===== config.mk =====
export PLATFORM = sky130hd
export DESIGN_NAME = arace_cell
export DESIGN_NICKNAME = d
export VERILOG_FILES = /design/src/rtl/arace_pkg.sv /design/src/rtl/arace_cell.sv
export SDC_FILE = /design/constraint.sdc
export NUM_CORES = 1
export LEC_CHECK = 0
export ABC_AREA = 1
export BUFFER_PORTS_ARGS = -buffer_cell sky130_fd_sc_hd__buf_2
export CORE_UTILIZATION = 45
export DETAILED_ROUTE_END_ITERATION = 16
export PLACE_DENSITY = 0.87
export SLEW_MARGIN = 25
export SYNTH_ARGS = -nofsm -noshare
export SYNTH_HDL_FRONTEND = slang
export SYNTH_SLANG_ARGS = --single-unit

===== constraint.sdc =====
create_clock -name aclk -period 1.6 [get_ports aclk]
set_input_delay 0.24 -clock aclk [delete_from_list [all_inputs] [get_ports aclk]]
set_output_delay 0.24 -clock aclk [all_outputs]
set_load 0.01 [all_outputs]

===== src/rtl/arace_pkg.sv =====
`timescale 1ns / 1ps
`default_nettype none
package arace_pkg;

    localparam int ADDR_W    = 64;
    localparam int SEQ_W     = 31;
    localparam int WRITER_W  = 2;
    localparam int CMD_W     = 3;
    localparam int CPU_W     = 2;
    localparam int ORDER_W   = 3;
    localparam int CPUS_DEF    = 4;
    localparam int ENTRIES_DEF = 1024;

    localparam logic [SEQ_W-1:0] SEQ_MAX = {SEQ_W{1'b1}};

    localparam logic [CMD_W-1:0] CMD_READ    = 3'd0;
    localparam logic [CMD_W-1:0] CMD_WRITE   = 3'd1;
    localparam logic [CMD_W-1:0] CMD_LOAD    = 3'd2;
    localparam logic [CMD_W-1:0] CMD_STORE   = 3'd3;
    localparam logic [CMD_W-1:0] CMD_BOOT    = 3'd4;

    localparam logic [ORDER_W-1:0] ORD_ACQUIRE = 3'd2;
    localparam logic [ORDER_W-1:0] ORD_RELEASE = 3'd3;
    localparam logic [ORDER_W-1:0] ORD_ACQ_REL = 3'd4;
    localparam logic [ORDER_W-1:0] ORD_SEQ_CST = 3'd5;

    typedef enum logic [1:0] {
        ST_IDLE,
        ST_OWN,
        ST_LAUNCH,
        ST_WAIT
    } state_t;

    // search token handed from cell to cell
    typedef struct packed {
        logic                live;
        logic                found;
        logic [WRITER_W-1:0] writer;
        logic [SEQ_W-1:0]    seq;
    } tok_t;

    // broadcast entry update
    typedef struct packed {
        logic                en;
        logic [ADDR_W-1:0]   addr;
        logic [WRITER_W-1:0] writer;
        logic [SEQ_W-1:0]    seq;
    } entry_wr_t;

endpackage
`default_nettype wire


===== src/rtl/arace_cell.sv =====
`timescale 1ns / 1ps
`default_nettype none
module arace_cell #(
    parameter int IW = 10,
    parameter logic [IW-1:0] MY_IDX = '0
) (
    input  wire logic                        aclk,
    input  wire logic                        aresetn,
    input  wire logic [arace_pkg::ADDR_W-1:0] query_addr,
    input  wire arace_pkg::entry_wr_t         wr,
    input  wire logic [IW-1:0]               wr_idx,
    input  wire arace_pkg::tok_t              tok_in,
    input  wire logic [IW-1:0]               idx_in,
    output arace_pkg::tok_t                   tok_out,
    output logic [IW-1:0]                    idx_out
);
    import arace_pkg::*;

    logic [ADDR_W-1:0]   addr_reg;
    logic [WRITER_W-1:0] writer_reg;
    logic [SEQ_W-1:0]    seq_reg;
    tok_t                tok_reg, tok_next;
    logic [IW-1:0]       idx_reg, idx_next;
    logic                hit;

    assign hit = tok_in.live && !tok_in.found && (addr_reg == query_addr);

    always_comb begin
        tok_next = tok_in;
        idx_next = idx_in;
        if (hit) begin
            tok_next.found  = 1'b1;
            tok_next.writer = writer_reg;
            tok_next.seq    = seq_reg;
            idx_next        = MY_IDX;
        end
    end

    always_ff @(posedge aclk) begin
        if (!aresetn) begin
            addr_reg   <= '0;
            writer_reg <= '0;
            seq_reg    <= '0;
            tok_reg    <= '0;
            idx_reg    <= '0;
        end else begin
            tok_reg <= tok_next;
            idx_reg <= idx_next;
            if (wr.en && wr_idx == MY_IDX) begin
                addr_reg   <= wr.addr;
                writer_reg <= wr.writer;
                seq_reg    <= wr.seq;
            end
        end
    end

    assign tok_out = tok_reg;
    assign idx_out = idx_reg;

endmodule
`default_nettype wire

==> flow_summary_export.csv <==
group,metric,value,unit
synthesis,synth-edff-count,0,
critical_path,reg2reg_from,"addr_reg[51]$_SDFFE_PN0P_",
critical_path,worst-endpoint-required,1.97,ns
power,report.power.total,8.36,mW
timing,rsz_0062_raised_after_global_routing,"true",
timing,count_of_final_max_slew_check_failures,0,
clocking,clock_latency,0.43,ns
timing,tightest_slew,0.367,ns
synthesis,postSynthCellCount,932,
layout,post_route_cells_drive_above_1_share,33.5,%
placement,number_of_input_and_output_port_buffers_inserted,263,
synthesis,ys_async_sr_fraction,0,%
clocking,clkTransAtPathRegs,0.07,ns
critical_path,reg2regPathDepth,14,
route,vias,6764,
clocking,cts_buffer_depth,2,
global_routing,grt_first_pass_wirelength,28300,um
timing,finalCriticalPeriod,1.73,ns
critical_path,cp_max_fo,5,
timing,timing.final.crit_share,108,%
worst_hold_path,hold_crit_class,"in -> reg",
route,post-route-drc-count,0,
floorplanning,fp.coreArea,13500,um^2
power,ir_worst_vdd,0.820,mV
route,ant_nets,0,
critical_path,cp_data_arrival_time,2.10,ns
synthesis,yosys-top-cells-area,"sky130_fd_sc_hd__dfxtp_1, sky130_fd_sc_hd__nand2_1, sky130_fd_sc_hd__inv_1",
critical_path,setup.worst_path.class,"reg -> reg",
outcome,run_status,"finished with violations",
floorplanning,initial_utilization,46.9,%
timing,total_negative_setup_slacks,-4.00,ns
synthesis,synth_fp_nets,1151,
floorplanning,die_y,120,um
clocking,tritoncts,"yes",
route,via_per_inst,4.80,
synthesis,synthDistinctLibCells,23,
critical_path,critical_path.endpoint_type,"flop",
critical_path,cp-start-kind,"flop",
placement,post-dp-hpwl,12500,um
synthesis,syn_area,6300,um^2
layout,fin_util,67.3,%
clocking,cts.root.buffer_cell,"sky130_fd_sc_hd__clkbuf_16",
power,power_density,923,nW/um^2
flow_run,drv.max_cap_violation_count,0,
timing,skew,0.0166,ns
clocking,number_of_buffers_added_by_the_clock_tree_synthesis_step,17,
route,detail_route.first_pass.iterations,5,
layout,final_nets,1437,
clocking,cts.sink_count,142,
global_routing,grt_start_max_net_pins,61,
placement,place_congestion,0.851,
critical_path,critPathCapture,"tok_out[4]$_SDFF_PN0_",
synthesis,part_of_the_yosys_area_used_for_sequential_elements,45.1,%
placement,dpl.cell_count,1360,
route,routed_wire_length_per_instance,13.4,um
outcome,violations,"negative setup slack",
route,detail_route.wirelength,18900,um
global_routing,grt_pass1_vias,6324,
layout,finish.cell_count_without_fillers,1408,
global_routing,gr_usage_total,25.1,%
route,drt-initial-drc-count,370,
synthesis,yosysTopAreaCell,"sky130_fd_sc_hd__dfxtp_1",
floorplanning,die-area,14500,um^2
synthesis,ys_ff_latch,142,
timing,hold_viol,0,
critical_path,setup.worst_path.start,"addr_reg[51]$_SDFFE_PN0P_",
floorplanning,die_wd,120,um
synthesis,yosys_warnings,0,
layout,areaGrowthSynthToFinish,43.6,%
timing,final-setup-viol-count,43,
timing,timing.slew.headroom,75.5,%
synthesis,synth.avg_cell_area,6.76,um^2
critical_path,ff2ff_setup_slack,-0.13,ns
layout,largest_reg_flops,64,
timing,fin_worst_hold_slack,0.0140,ns
floorplanning,i_o_pin_count,264,
critical_path,crit-reg2reg-capture,"tok_out[4]$_SDFF_PN0_",
timing,layout_setup_ws,-0.129,ns
synthesis,synth_flop_cell,"sky130_fd_sc_hd__dfxtp_1",
clocking,htree_levels,4,
floorplanning,placement_rows,42,
synthesis,post-synth-top-area-fraction,45.1,%
global_routing,grt_overflow_total,0,
global_routing,antenna_found_initial,1,
timing,fmax,578,MHz
power,static-leakage-power,4.56,nW
clocking,holdBufCountCts,0,
## power by group
part,internal [mW],switching [mW]
Clock,2.23,1.76
Sequential,3.60,0.0140
Combinational,0.381,0.376
Total,6.20,2.15
## what timing repair did
item                       CTS  global route
pin swaps                   16            28
resized for setup           42            28
setup endpoints to repair   44            44
setup buffers                5             3
gates cloned                 2             5
## worst max-delay path, stage by stage (launching register included)
cell and delay, ns:
sky130_fd_sc_hd__dfxtp_2 0.32, sky130_fd_sc_hd__inv_2 0.04, sky130_fd_sc_hd__nand2_1 0.05, sky130_fd_sc_hd__o21ai_1 0.07, sky130_fd_sc_hd__nor2_1 0.14, sky130_fd_sc_hd__nand2_1 0.10
sky130_fd_sc_hd__nor2_2 0.14, sky130_fd_sc_hd__nand2_2 0.08, sky130_fd_sc_hd__nor2_4 0.15, sky130_fd_sc_hd__nand3_4 0.12, sky130_fd_sc_hd__buf_12 0.16, sky130_fd_sc_hd__buf_6 0.12
sky130_fd_sc_hd__nand2_1 0.05, sky130_fd_sc_hd__inv_1 0.04, sky130_fd_sc_hd__nor2_1 0.10
## kinds of logic after synthesis
kind of cell           after synthesis  synth area share, %
XOR/XNOR                            22                 3.06
AND/OR/NAND/NOR                    357                 23.5
AO/OA/AOI/OAI                      177                 14.1
flip-flops                         142                 45.1
buffers and inverters              234                 14.2
## how the worst min path moves through the flow
stage                             startpoint                       end  slack [ns]  cells after the start
floorplan                         tok_in[34]    tok_out[34]$_SDFF_PN0_        0.33                      2
global placement    seq_reg[27]$_SDFFE_PN0P_  seq_reg[27]$_SDFFE_PN0P_        0.44                      2
detailed placement   seq_reg[9]$_SDFFE_PN0P_   seq_reg[9]$_SDFFE_PN0P_        0.44                      2
CTS                                idx_in[7]     idx_out[7]$_SDFF_PP0_       0.003                      3
global route                       idx_in[5]     idx_out[5]$_SDFF_PP0_        0.02                      3
finish                             idx_in[2]     idx_out[2]$_SDFF_PP0_        0.01                      3
## synth_stat cells (3+ instances only)
| cell type | n |
|---|---|
| sky130_fd_sc_hd__nor2_1 | 122 |
| sky130_fd_sc_hd__a21oi_1 | 72 |
| sky130_fd_sc_hd__buf_2 | 15 |
| sky130_fd_sc_hd__buf_1 | 5 |
| sky130_fd_sc_hd__xnor2_1 | 19 |
| sky130_fd_sc_hd__o21ai_0 | 99 |
| sky130_fd_sc_hd__clkbuf_1 | 26 |
| sky130_fd_sc_hd__dfxtp_1 | 142 |
| sky130_fd_sc_hd__nand2_1 | 184 |
| sky130_fd_sc_hd__inv_2 | 8 |
| sky130_fd_sc_hd__nand4_1 | 41 |
| sky130_fd_sc_hd__inv_1 | 180 |
| sky130_fd_sc_hd__xor2_1 | 3 |
| sky130_fd_sc_hd__o21ai_1 | 4 |
## metal layers
metal  part of all wire (%)  track usage [%]
met5                      0                0
met2                     51             45.7
met4                    3.8             11.2
met3                    7.8             8.49
met1                     37             26.0
## cell usage in the layout (no fill, tap or decap)
master                       netlist  routed
sky130_fd_sc_hd__a21boi_1          1       1
sky130_fd_sc_hd__a21oi_1          72      72
sky130_fd_sc_hd__and3_1            1       1
sky130_fd_sc_hd__buf_12            0      12
sky130_fd_sc_hd__buf_16            0       2
sky130_fd_sc_hd__buf_2            15     262
sky130_fd_sc_hd__buf_4             0      27
sky130_fd_sc_hd__buf_6             0       3
sky130_fd_sc_hd__buf_8             0       2
sky130_fd_sc_hd__bufinv_16         0       1
sky130_fd_sc_hd__clkbuf_16         0      22
sky130_fd_sc_hd__clkinv_4          0       2
sky130_fd_sc_hd__clkinv_8          0       1
sky130_fd_sc_hd__clkinvlp_4        0       1
sky130_fd_sc_hd__dfxtp_1         142     127
sky130_fd_sc_hd__dfxtp_2           0      15
sky130_fd_sc_hd__diode_2           0       1
sky130_fd_sc_hd__inv_1           180     168
sky130_fd_sc_hd__inv_2             8      20
sky130_fd_sc_hd__inv_6             0       6
sky130_fd_sc_hd__inv_8             0       4
sky130_fd_sc_hd__nand2_1         184     170
sky130_fd_sc_hd__nand2_2           0      10
sky130_fd_sc_hd__nand2_4           0       4
sky130_fd_sc_hd__nand3_2           1       1
sky130_fd_sc_hd__nand3_4           0       1
sky130_fd_sc_hd__nand4_1          41      41
sky130_fd_sc_hd__nor2_1          122     113
sky130_fd_sc_hd__nor2_2            1       9
sky130_fd_sc_hd__nor2_4            2       3
sky130_fd_sc_hd__nor4_1            2       2
sky130_fd_sc_hd__o211ai_1          1       1
sky130_fd_sc_hd__o21ai_0          99      98
sky130_fd_sc_hd__o21ai_1           4       4
sky130_fd_sc_hd__o21ai_2           0       1
sky130_fd_sc_hd__or2_2             2       2
sky130_fd_sc_hd__xnor2_1          19      18
sky130_fd_sc_hd__xnor2_2           0       1
sky130_fd_sc_hd__xor2_1            3       3
## metrics by stage
stage / setup WS (ns) / area [um^2]
after floorplan: 0.165 / 6300
after global placement: -0.158 / 8060
after detailed placement: -0.201 / 8060
after CTS: -0.109 / 8840
after global routing: -0.237 / 9050
final: -0.129 / 9050
## area by class of cell
type / instances / area [um^2]
clock buffer: 17 / 425
fill: 1099 / 4400
inverter: 188 / 706
tap: 176 / 220
antenna: 1 / 2.50
multi-input combinational: 556 / 2670
clock inverter: 15 / 169
sequential: 142 / 2860
timing repair buffer: 313 / 2000
Note: power is estimated with default switching activity, not from simulation.
